$ cat config.mk
export PLATFORM = sky130hd
export DESIGN_NAME = mco_ctrl
export DESIGN_NICKNAME = d
export VERILOG_FILES = /design/src/sv/mco_pkg.sv /design/src/sv/mco_ctrl.sv
export SDC_FILE = /design/constraint.sdc
export NUM_CORES = 1
export LEC_CHECK = 0
export BUFFER_PORTS_ARGS = -buffer_cell sky130_fd_sc_hd__buf_2
export CAP_MARGIN = 15
export CORE_MARGIN = 2
export CORE_UTILIZATION = 42
export CTS_CLUSTER_SIZE = 24
export DETAILED_ROUTE_END_ITERATION = 7
export PLACE_DENSITY_LB_ADDON = 0.25
export SLEW_MARGIN = 20
export SYNTH_ARGS = -nofsm -noshare
export SYNTH_HDL_FRONTEND = slang
export SYNTH_SLANG_ARGS = --single-unit
$ cat constraint.sdc
create_clock -name clock -period 1.6 [get_ports clock]
set_clock_uncertainty 0.2 [all_clocks]
set_input_delay 0.24 -clock clock [delete_from_list [all_inputs] [get_ports clock]]
set_output_delay 0.24 -clock clock [all_outputs]
set_load 0.02 [all_outputs]
$ cat src/sv/mco_pkg.sv
`default_nettype none

package mco_pkg;

   // Fixed sizes of the stores
   localparam int unsigned MAX_POINTS   = 32;
   localparam int unsigned MAX_ELEMENTS = 64;
   localparam int unsigned IMG_DEPTH    = MAX_ELEMENTS * MAX_POINTS;
   localparam int unsigned LIST_DEPTH   = (MAX_POINTS + 1) * MAX_ELEMENTS;
   localparam int unsigned IMG_ADDR_W   = $clog2(IMG_DEPTH);
   localparam int unsigned LIST_ADDR_W  = $clog2(LIST_DEPTH);

   localparam logic [5:0] POINT_LIMIT = 6'd32;
   localparam logic [6:0] ELT_LIMIT   = 7'd64;

   typedef enum logic [1:0] {
      REQ_ADJ     = 2'd0,
      REQ_IMG     = 2'd1,
      REQ_NEXT    = 2'd2,
      REQ_RESTART = 2'd3
   } req_code_type;

   typedef enum logic {
      CSR_NUM_POINTS   = 1'b0,
      CSR_NUM_ELEMENTS = 1'b1
   } csr_code_type;

   typedef enum logic [3:0] {
      ST_IDLE,
      ST_NODE,
      ST_RED,
      ST_UP,
      ST_CM_INIT,
      ST_CM_FETCH,
      ST_CM_ELT,
      ST_CM_IMG,
      ST_CM_EVAL,
      ST_LEAF,
      ST_MAX_INIT,
      ST_MAX,
      ST_EMIT_LEAF,
      ST_EMIT_DONE
   } state_type;

   typedef struct packed {
      logic req_take;
      logic start;
      logic set_done;
      logic try_blue;
      logic try_red;
      logic try_up;
      logic adj_up;
      logic lvl_dec;
      logic cm_init;
      logic cm_take;
      logic img_step;
      logic cm_eval;
      logic cm_commit;
      logic max_init;
      logic max_step;
      logic load_leaf;
      logic load_done;
   } cmd_type;

   typedef struct packed {
      logic started;
      logic done;
      logic lvl_ge_n;
      logic lvl_eq_n;
      logic lvl_zero;
      logic up_ok;
      logic red_ok;
      logic cm_end;
      logic img_done;
      logic prune;
      logic max_end;
      logic maximal;
      logic rsp_free;
   } status_type;

endpackage

`default_nettype wire

$ cat src/sv/mco_ctrl.sv
`default_nettype none

module mco_ctrl (
   input  wire logic                 clock,
   input  wire logic                 reset,
   input  wire logic                 req_valid,
   input  wire logic [1:0]           req_type,
   output logic                      req_stall,
   input  wire mco_pkg::status_type  stat,
   output mco_pkg::cmd_type          cmd
);

   typedef enum logic [1:0] {
      MODE_BLUE,
      MODE_RED,
      MODE_UP
   } mode_type;

   mco_pkg::state_type state_ff, state_in;
   mode_type           mode_ff, mode_in;
   logic               is_next;

   assign is_next = (req_type == mco_pkg::REQ_NEXT);

   always_ff @(posedge clock) begin
      if (reset) begin
         state_ff <= mco_pkg::ST_IDLE;
         mode_ff  <= MODE_BLUE;
      end else begin
         state_ff <= state_in;
         mode_ff  <= mode_in;
      end
   end

   // next state
   always_comb begin
      state_in = state_ff;
      mode_in  = mode_ff;
      unique case (state_ff)
         mco_pkg::ST_IDLE: begin
            if (req_valid && is_next) begin
               if (stat.done) begin
                  state_in = mco_pkg::ST_EMIT_DONE;
               end else if (!stat.started) begin
                  state_in = mco_pkg::ST_LEAF;
               end else begin
                  state_in = mco_pkg::ST_NODE;
               end
            end
         end
         mco_pkg::ST_NODE: begin
            if (stat.lvl_ge_n) begin
               state_in = mco_pkg::ST_UP;
            end else begin
               state_in = mco_pkg::ST_CM_INIT;
               mode_in  = MODE_BLUE;
            end
         end
         mco_pkg::ST_RED: begin
            if (stat.red_ok) begin
               state_in = mco_pkg::ST_CM_INIT;
               mode_in  = MODE_RED;
            end else begin
               state_in = mco_pkg::ST_UP;
            end
         end
         mco_pkg::ST_UP: begin
            if (stat.up_ok) begin
               state_in = mco_pkg::ST_CM_INIT;
               mode_in  = MODE_UP;
            end else if (stat.lvl_zero) begin
               state_in = mco_pkg::ST_EMIT_DONE;
            end
         end
         mco_pkg::ST_CM_INIT:  state_in = mco_pkg::ST_CM_FETCH;
         mco_pkg::ST_CM_FETCH: begin
            state_in = stat.cm_end ? mco_pkg::ST_LEAF : mco_pkg::ST_CM_ELT;
         end
         mco_pkg::ST_CM_ELT:   state_in = mco_pkg::ST_CM_IMG;
         mco_pkg::ST_CM_IMG: begin
            if (stat.img_done) begin
               state_in = mco_pkg::ST_CM_EVAL;
            end
         end
         mco_pkg::ST_CM_EVAL: begin
            if (stat.prune) begin
               state_in = (mode_ff == MODE_BLUE) ? mco_pkg::ST_RED : mco_pkg::ST_UP;
            end else begin
               state_in = mco_pkg::ST_CM_FETCH;
            end
         end
         mco_pkg::ST_LEAF: begin
            state_in = stat.lvl_eq_n ? mco_pkg::ST_MAX_INIT : mco_pkg::ST_NODE;
         end
         mco_pkg::ST_MAX_INIT: state_in = mco_pkg::ST_MAX;
         mco_pkg::ST_MAX: begin
            if (stat.max_end) begin
               state_in = stat.maximal ? mco_pkg::ST_EMIT_LEAF : mco_pkg::ST_NODE;
            end
         end
         mco_pkg::ST_EMIT_LEAF, mco_pkg::ST_EMIT_DONE: begin
            if (stat.rsp_free) begin
               state_in = mco_pkg::ST_IDLE;
            end
         end
         default: state_in = mco_pkg::ST_IDLE;
      endcase
   end

   // commands
   always_comb begin
      cmd       = '0;
      req_stall = (state_ff != mco_pkg::ST_IDLE);
      unique case (state_ff)
         mco_pkg::ST_IDLE: begin
            cmd.req_take = req_valid;
            cmd.start    = req_valid && is_next && !stat.done && !stat.started;
         end
         mco_pkg::ST_NODE:     cmd.try_blue = !stat.lvl_ge_n;
         mco_pkg::ST_RED:      cmd.try_red  = stat.red_ok;
         mco_pkg::ST_UP: begin
            cmd.adj_up   = 1'b1;
            cmd.try_up   = stat.up_ok;
            cmd.set_done = !stat.up_ok && stat.lvl_zero;
            cmd.lvl_dec  = !stat.up_ok && !stat.lvl_zero;
         end
         mco_pkg::ST_CM_INIT:  cmd.cm_init   = 1'b1;
         mco_pkg::ST_CM_FETCH: cmd.cm_commit = stat.cm_end;
         mco_pkg::ST_CM_ELT:   cmd.cm_take   = 1'b1;
         mco_pkg::ST_CM_IMG:   cmd.img_step  = 1'b1;
         mco_pkg::ST_CM_EVAL: begin
            cmd.cm_eval = 1'b1;
            cmd.lvl_dec = stat.prune && (mode_ff == MODE_UP);
         end
         mco_pkg::ST_LEAF:      cmd = '0;
         mco_pkg::ST_MAX_INIT:  cmd.max_init  = 1'b1;
         mco_pkg::ST_MAX:       cmd.max_step  = 1'b1;
         mco_pkg::ST_EMIT_LEAF: cmd.load_leaf = stat.rsp_free;
         mco_pkg::ST_EMIT_DONE: cmd.load_done = stat.rsp_free;
         default:               cmd = '0;
      endcase
   end

   // a leaf is only reported at full depth and after the maximality sweep passed
   a_leaf_is_maximal: assert property (@(posedge clock) disable iff (reset)
      cmd.load_leaf |-> (stat.lvl_eq_n && stat.maximal))
      else $error("leaf reported that is not a maximal full-depth clique");

endmodule

`default_nettype wire

==> impl_metrics.yaml, run 1 <==
floorplan:
  chipWidth_um: 48.4
  die_h_um: 48.4
  start_util: 0.435
  ios: 36
  row_count: 16
placement:
  port_buffers: 35
  dp_slack_ns: -0.294
  routabilityCongestion: 0.929
  place_area_um2: 1370
  dp_hpwl_mm: 2.33
  placed_cells: 203
synthesis:
  synth_ff_type: "dfxtp_1"
  synth_edf_count: 0
  syn_area_per_cell_um2: 7.25
  async_reset_ff_frac: 0
  syn_area_um2: 827
  syn-instance-count: 114
  synth_cell_types: 54
  syn_nets: 132
  ys_seq_area_frac: 0.145
  synth-seq-cells: 6
  yosysWarnings: 0
clock_network:
  post-cts-setup-buffers: 22
  clock_path_buffers: 2
  cts.sinks: 6
  numCtsBuffers: 3
  cts_resized: 87
  cts.htree.levels: 1
  holdBufCountCts: 0
  root_buffer: "clkbuf_4"
run_status:
  firstError: "[ERROR DPL-0033] detailed placement checks failed during check placement."
  stop_stage: "clock tree synthesis (4_1_cts)"
  outcome: "stopped before the end"
## kinds of logic after synthesis
family,after synthesis,synth area share
simple gates,56,0.424
compound gates,32,0.303
buf+inv,18,0.103
flops,6,0.145
mux,2,0.0257
## stage by stage
step	util	hold WS [ns]
floorplan	-	0.210
global placement	0.720	0.272
detailed placement	0.720	0.284
## synthesized netlist by cell type (all sizes together) (2+ instances only)
library cell  instances  area [um2]
nor2                 13        48.8
buf                   9        51.3
inv                   8        30.0
nand2b                7        43.8
a21oi                 6        30.0
dfxtp                 6         120
nor3                  5        25.0
a211oi                4        35.0
nand2                 4        15.0
nor3b                 4        30.0
and2                  3        18.8
a311o                 2        20.0
and3b                 2        17.5
nand3                 2        10.0
o21ai                 2        10.0
o22ai                 2        12.5
o32ai                 2        25.0
or3                   2        17.5
or4                   2        18.8
or4b                  2        20.0
==> run 2: changes to the inputs <==
--- a/config.mk
+++ b/config.mk
@@ -7,11 +7,10 @@
 export LEC_CHECK = 0
 export BUFFER_PORTS_ARGS = -buffer_cell sky130_fd_sc_hd__buf_2
 export CAP_MARGIN = 15
-export CORE_MARGIN = 2
-export CORE_UTILIZATION = 42
-export CTS_CLUSTER_SIZE = 24
+export CORE_AREA = 2 2 63 65
 export DETAILED_ROUTE_END_ITERATION = 7
-export PLACE_DENSITY_LB_ADDON = 0.25
+export DIE_AREA = 0 0 65 67
+export PLACE_DENSITY_LB_ADDON = 0.15
 export SLEW_MARGIN = 20
 export SYNTH_ARGS = -nofsm -noshare
 export SYNTH_HDL_FRONTEND = slang
==> constraint.sdc (replaced) <==
create_clock -name clock -period 2.08 [get_ports clock]
set_clock_uncertainty 0.2 [all_clocks]
set_input_delay 0.312 -clock clock [delete_from_list [all_inputs] [get_ports clock]]
set_output_delay 0.312 -clock clock [all_outputs]
set_load 0.02 [all_outputs]
==> run 2 against run 1 <==
The run now ends clean; synthesized cell count is the same; area after synthesis unchanged.
==> impl_metrics.yaml, run 2 <==
synthesis:
  syn_area_per_cell_um2: 7.25
  ys_top_cells_by_area: "dfxtp_1, nor2_1, nand2b_1, a21oi_1, inv_1"
  syn_nets: 132
  synth.top_cell.area_share: 0.145
  synth-seq-cells: 6
  syn_area_um2: 827
  yosysWarnings: 0
  yosys.area.top_type: "dfxtp_1"
  syn-instance-count: 114
  yosysMostFrequentCell: "nor2_1"
  synth_ff_type: "dfxtp_1"
  synth_cell_types: 54
  ys_top_cells_by_count: "nor2_1, inv_1, nand2b_1"
  ys_seq_area_frac: 0.145
  async_reset_ff_frac: 0
  synth_edf_count: 0
floorplan:
  row_count: 22
  die_area_um2: 4360
  start_util: 0.229
  ios: 36
  die_h_um: 67
  chipWidth_um: 65
  core_area_um2: 3610
sta:
  worstMarginPinSlew_ns: 0.493
  hold_viol: 0
  setup_viol: 0
  rsz0062_at_grt: "true"
  max_slew_margin: 0.671
  period_share: 1.00
  fmax_mhz: 481
  period_needed_ns: 2.08
  drv_slew: 0
  hold-worst-slack_ns: 0.163
power_and_ir_drop:
  p_seq_frac: 0.170
  power-per-cell-area_nw_per_um2: 1420
  clock_power_share: 0.102
  switching_share: 0.472
  power_mw: 1.77
  peakVddDrop_mv: 0.356
  share_comb_of_total_power: 0.728
  p_int_mw: 0.936
  p_switching_mw: 0.835
  p_leak_nw: 0.568
run:
  drv_cap: 0
hold_path:
  hp-class: "primary input to flop"
layout:
  antenna_cells: 0
  final_cell_mix: "buf_2, buf_4, nor2_1"
  fillers: 394
  largest_reg_flops: 4
  final_common_cell: "buf_2"
  utilization: 0.346
  nNetsFinal: 183
  top_regs: "state_ff: 4 flops, mode_ff: 2 flops"
  area_delta_synth_final_pct: 51.0
  drive_above_1_share: 0.442
  top_register: "state_ff"
clock_network:
  clock_path_buffers: 2
  cts.sinks: 6
  numCtsBuffers: 3
  clock_latency_ns: 0.23
  cts.htree.levels: 1
  clk_pin_slew_ns: 0.04
  root_buffer: "clkbuf_8"
  tritoncts: "done"
routing:
  firstDrtPassIters: 4
  first_iter_violations: 50
  ant_nets: 0
  wire_per_inst_um: 14.0
  drc: 0
  wl_mm: 2.96
  num_vias: 1047
  vias_per_cell: 4.96
setup_path:
  r2r_slack_ns: 0.13
  crit_fanout: 13
  path_buf_inv: 1
  crit_type: "flop to output port"
  cp_slowest_cell: "or4_4"
  worst_setup_path_end_kind: "output port"
  path_delay_family: "simple AND/OR/NAND/NOR gates"
  slowest_delay_ns: 0.57
  required_ns: 1.57
  worstPathArrival_ns: 1.57
  crit_chain: "or4_4, nor4b_4, buf_4"
  cp-start-kind: "flop"
placement:
  routabilityCongestion: 0.833
  dp_hpwl_mm: 2.37
  port_buffers: 35
global_route:
  grt_pass1_wl_mm: 4.81
  grt_max_degree: 14
  antenna_found_initial: 0
  grt_pass1_vias: 1039
  gr-total-overflow: 0
  grtUsageTotal: 0.143
run_status:
  outcome: "finished clean"
## run 2: layer usage
| layer | share of wire | routed length, um | track usage |
|---|---|---|---|
| met1 | 0.44 | 1290 | 0.163 |
| met2 | 0.51 | 1510 | 0.268 |
| met3 | 0.041 | 122 | 0.0169 |
| met4 | 0.013 | 39 | 0.0559 |
| met5 | 0 | 0 | 0 |
## run 2: worst paths after layout
check / to / start / depth (start not counted)
hold / removal: state_ff[2] / reset / 2
hold reg to reg: mode_ff[1] / mode_ff[1] / 2
setup / recovery: cmd[15] / state_ff[1] / 3
setup reg to reg: state_ff[1] / state_ff[1] / 4
## run 2: area by class of cell
type,count,area [um2],area share
Multi-Input combinational cell,90,649,0.520
Timing Repair Buffer,56,335,0.269
Sequential cell,6,133,0.106
Tap cell,48,60.1,0.0481
Clock buffer,3,41.3,0.0331
Inverter,8,30.0,0.0240
## run 2: cells by family (layout without fill, tap and decap cells)
family,after synthesis,in the layout,share of synthesized area
multiplexers,2,2,0.0257
flip-flops,6,6,0.145
AO/OA/AOI/OAI,32,32,0.303
buffers and inverters,18,67,0.103
AND/OR/NAND/NOR,56,56,0.424
## run 2: what timing repair did
action | in CTS | in global routing
hold buffers | 0 | 0
buffers inserted | 0 | 1
setup endpoints to repair | 3 | 4
pin swaps | 0 | 1
gates resized for setup | 7 | 5
## run 2: power groups by stage
stage / Sequential, mW / Clock [mW] / Combinational, mW
finish: 0.302 / 0.181 / 1.29
global route: 0.321 / 0.184 / 1.41
CTS: 0.276 / 0.181 / 1.29
detailed placement: 0.264 / 0 / 1.28
global placement: 0.257 / 0 / 1.29
floorplan: 0.204 / 0 / 0.851
## run 2: per-stage QoR
stage	TNS (ns)	instances	setup slack [ns]	cell area (um2)
6_report	0	211	0.000891	1250
4_1_cts	-0.0296	211	-0.0296	1230
3_3_place_gp	-0.0327	208	-0.0327	1170
2_1_floorplan	0	114	0.164	833
5_1_grt	-0.0572	211	-0.0572	1250
3_5_place_dp	0	208	0.0330	1170
No activity file was read; power rests on OpenSTA's default activity.
==> run 3: changes to the inputs <==
==> constraint.sdc (replaced) <==
create_clock -name clock -period 2.4 [get_ports clock]
set_clock_uncertainty 0.2 [all_clocks]
set_input_delay 0.36 -clock clock [delete_from_list [all_inputs] [get_ports clock]]
set_output_delay 0.36 -clock clock [all_outputs]
set_load 0.02 [all_outputs]
==> run 3 against run 2 <==
Hold slack better by 0.069 ns; count of clock-buffer cells in the layout stayed put; worst setup slack better by 0.13 ns; final cell count is 6.6% lower; critical path depth stayed put; wire length is 7.4% lower; sequential power is 16% lower; critical endpoint unchanged; highest routed layer unchanged.
==> impl_metrics.yaml, run 3 (synthesis results as in run 2) <==
routing:
  top_layer_used: "met4"
  first_iter_violations: 55
  firstDrtPassIters: 4
  wl_met1_mm: 1.19
  met2_length_mm: 1.25
  wl_mm: 2.74
  wire_per_inst_um: 13.9
  vias_per_cell: 5.25
  drc: 0
  routed-wl-met3_um: 257
  ant_nets: 0
  num_vias: 1035
setup_path:
  crit_fanout: 16
  worstPathArrival_ns: 1.71
  required_ns: 1.84
  cp-start-kind: "flop"
  crit_type: "flop to output port"
  path_delay_family: "simple AND/OR/NAND/NOR gates"
  path_buf_inv: 1
  slowest_delay_ns: 0.61
  cp_slowest_cell: "or4_4"
  worst_setup_path_end_kind: "output port"
  crit_chain: "or4_4, nor4b_1, buf_2"
sta:
  worstMarginPinSlew_ns: 0.499
  hold_viol: 0
  period_needed_ns: 2.27
  period_share: 0.946
  setup_viol: 0
  timing.final.ws_setup_ns: 0.128
  max_slew_margin: 0.667
  fmax_mhz: 440
  fin_tns_setup_ns: 0
  drv_slew: 0
  rsz0062_at_grt: "false"
floorplan:
  start_util: 0.229
  chipWidth_um: 65
  die_h_um: 67
  core_area_um2: 3610
  ios: 36
  row_count: 22
  die_area_um2: 4360
run:
  drv_cap: 0
layout:
  final_common_cell: "buf_2"
  top_regs: "state_ff: 4 flops, mode_ff: 2 flops"
  final_area_um2: 1100
  final_cell_mix: "buf_2, nor2_1, inv_1"
  final-instance-count-excl-fill: 197
  drive_above_1_share: 0.342
  largest_reg_flops: 4
  antenna_cells: 0
  area_delta_synth_final_pct: 33.1
  fillers: 388
  multi_input_area_um2: 622
  nNetsFinal: 169
  top_register: "state_ff"
  regArea_um2: 120
placement:
  port_buffers: 35
  routabilityCongestion: 0.854
  placed_cells: 194
  dp_slack_ns: 0.340
  dp_hpwl_mm: 2.22
  place_area_um2: 1060
clock_network:
  clock_path_buffers: 2
  tritoncts: "done"
  cts.htree.levels: 1
  holdBufCountCts: 0
  cts_resized: 0
  root_buffer: "clkbuf_8"
  cts.sinks: 6
  numCtsBuffers: 3
  post-cts-setup-buffers: 0
  clock_latency_ns: 0.22
  clk_pin_slew_ns: 0.03
global_route:
  grtUsageTotal: 0.126
  grt_max_degree: 17
  grt_pass1_vias: 945
  grt_pass1_wl_mm: 4.35
  gr-total-overflow: 0
  antenna_found_initial: 0
hold_path:
  hp-class: "primary input to flop"
power_and_ir_drop:
  power-per-cell-area_nw_per_um2: 1210
  share_comb_of_total_power: 0.700
  p_int_mw: 0.654
  peakVddDrop_mv: 0.364
  clock_power_share: 0.109
  p_leak_nw: 0.490
  p_seq_frac: 0.190
  p_switching_mw: 0.675
  switching_share: 0.508
run_status:
  outcome: "finished clean"
## run 3: stage by stage
step	utilization	hold slack, ns	power (mW)
3_5_place_dp	0.294	0.274	1.18
3_3_place_gp	0.294	0.278	1.18
2_1_floorplan	-	0.251	0.912
4_1_cts	0.305	0.236	1.33
5_1_grt	0.305	0.242	1.45
6_report	0.305	0.232	1.33
## run 3: final cells by class
| type | count | area share |
|---|---|---|
| clock buffers | 3 | 0.0375 |
| inverters | 8 | 0.0273 |
| multi-input cells | 90 | 0.565 |
| flip-flops and latches | 6 | 0.109 |
| well taps | 48 | 0.0545 |
| repair buffers | 42 | 0.207 |
## run 3: power groups by stage
stage / logic (mW) / registers (mW) / clock network, mW
after CTS: 0.925 / 0.254 / 0.150
final: 0.930 / 0.253 / 0.145
after global placement: 0.931 / 0.252 / 0
after detailed placement: 0.920 / 0.256 / 0
after floorplan: 0.734 / 0.177 / 0
after global routing: 1.02 / 0.275 / 0.156
## run 3: final timing paths
check	depth (start not counted)	to	slack [ns]	start
max reg2reg	5	mode_ff[1]	0.30	state_ff[1]
min	2	state_ff[2]	0.23	reset
min reg2reg	2	mode_ff[0]	0.28	mode_ff[0]
max	3	cmd[15]	0.13	state_ff[2]
## run 3: metal layers
layer  vias to the layer above  global-route usage
met5                         -                   0
met4                         0              0.0399
met3                         6              0.0304
met2                        53               0.204
met1                       470               0.164
li1                        506                   -
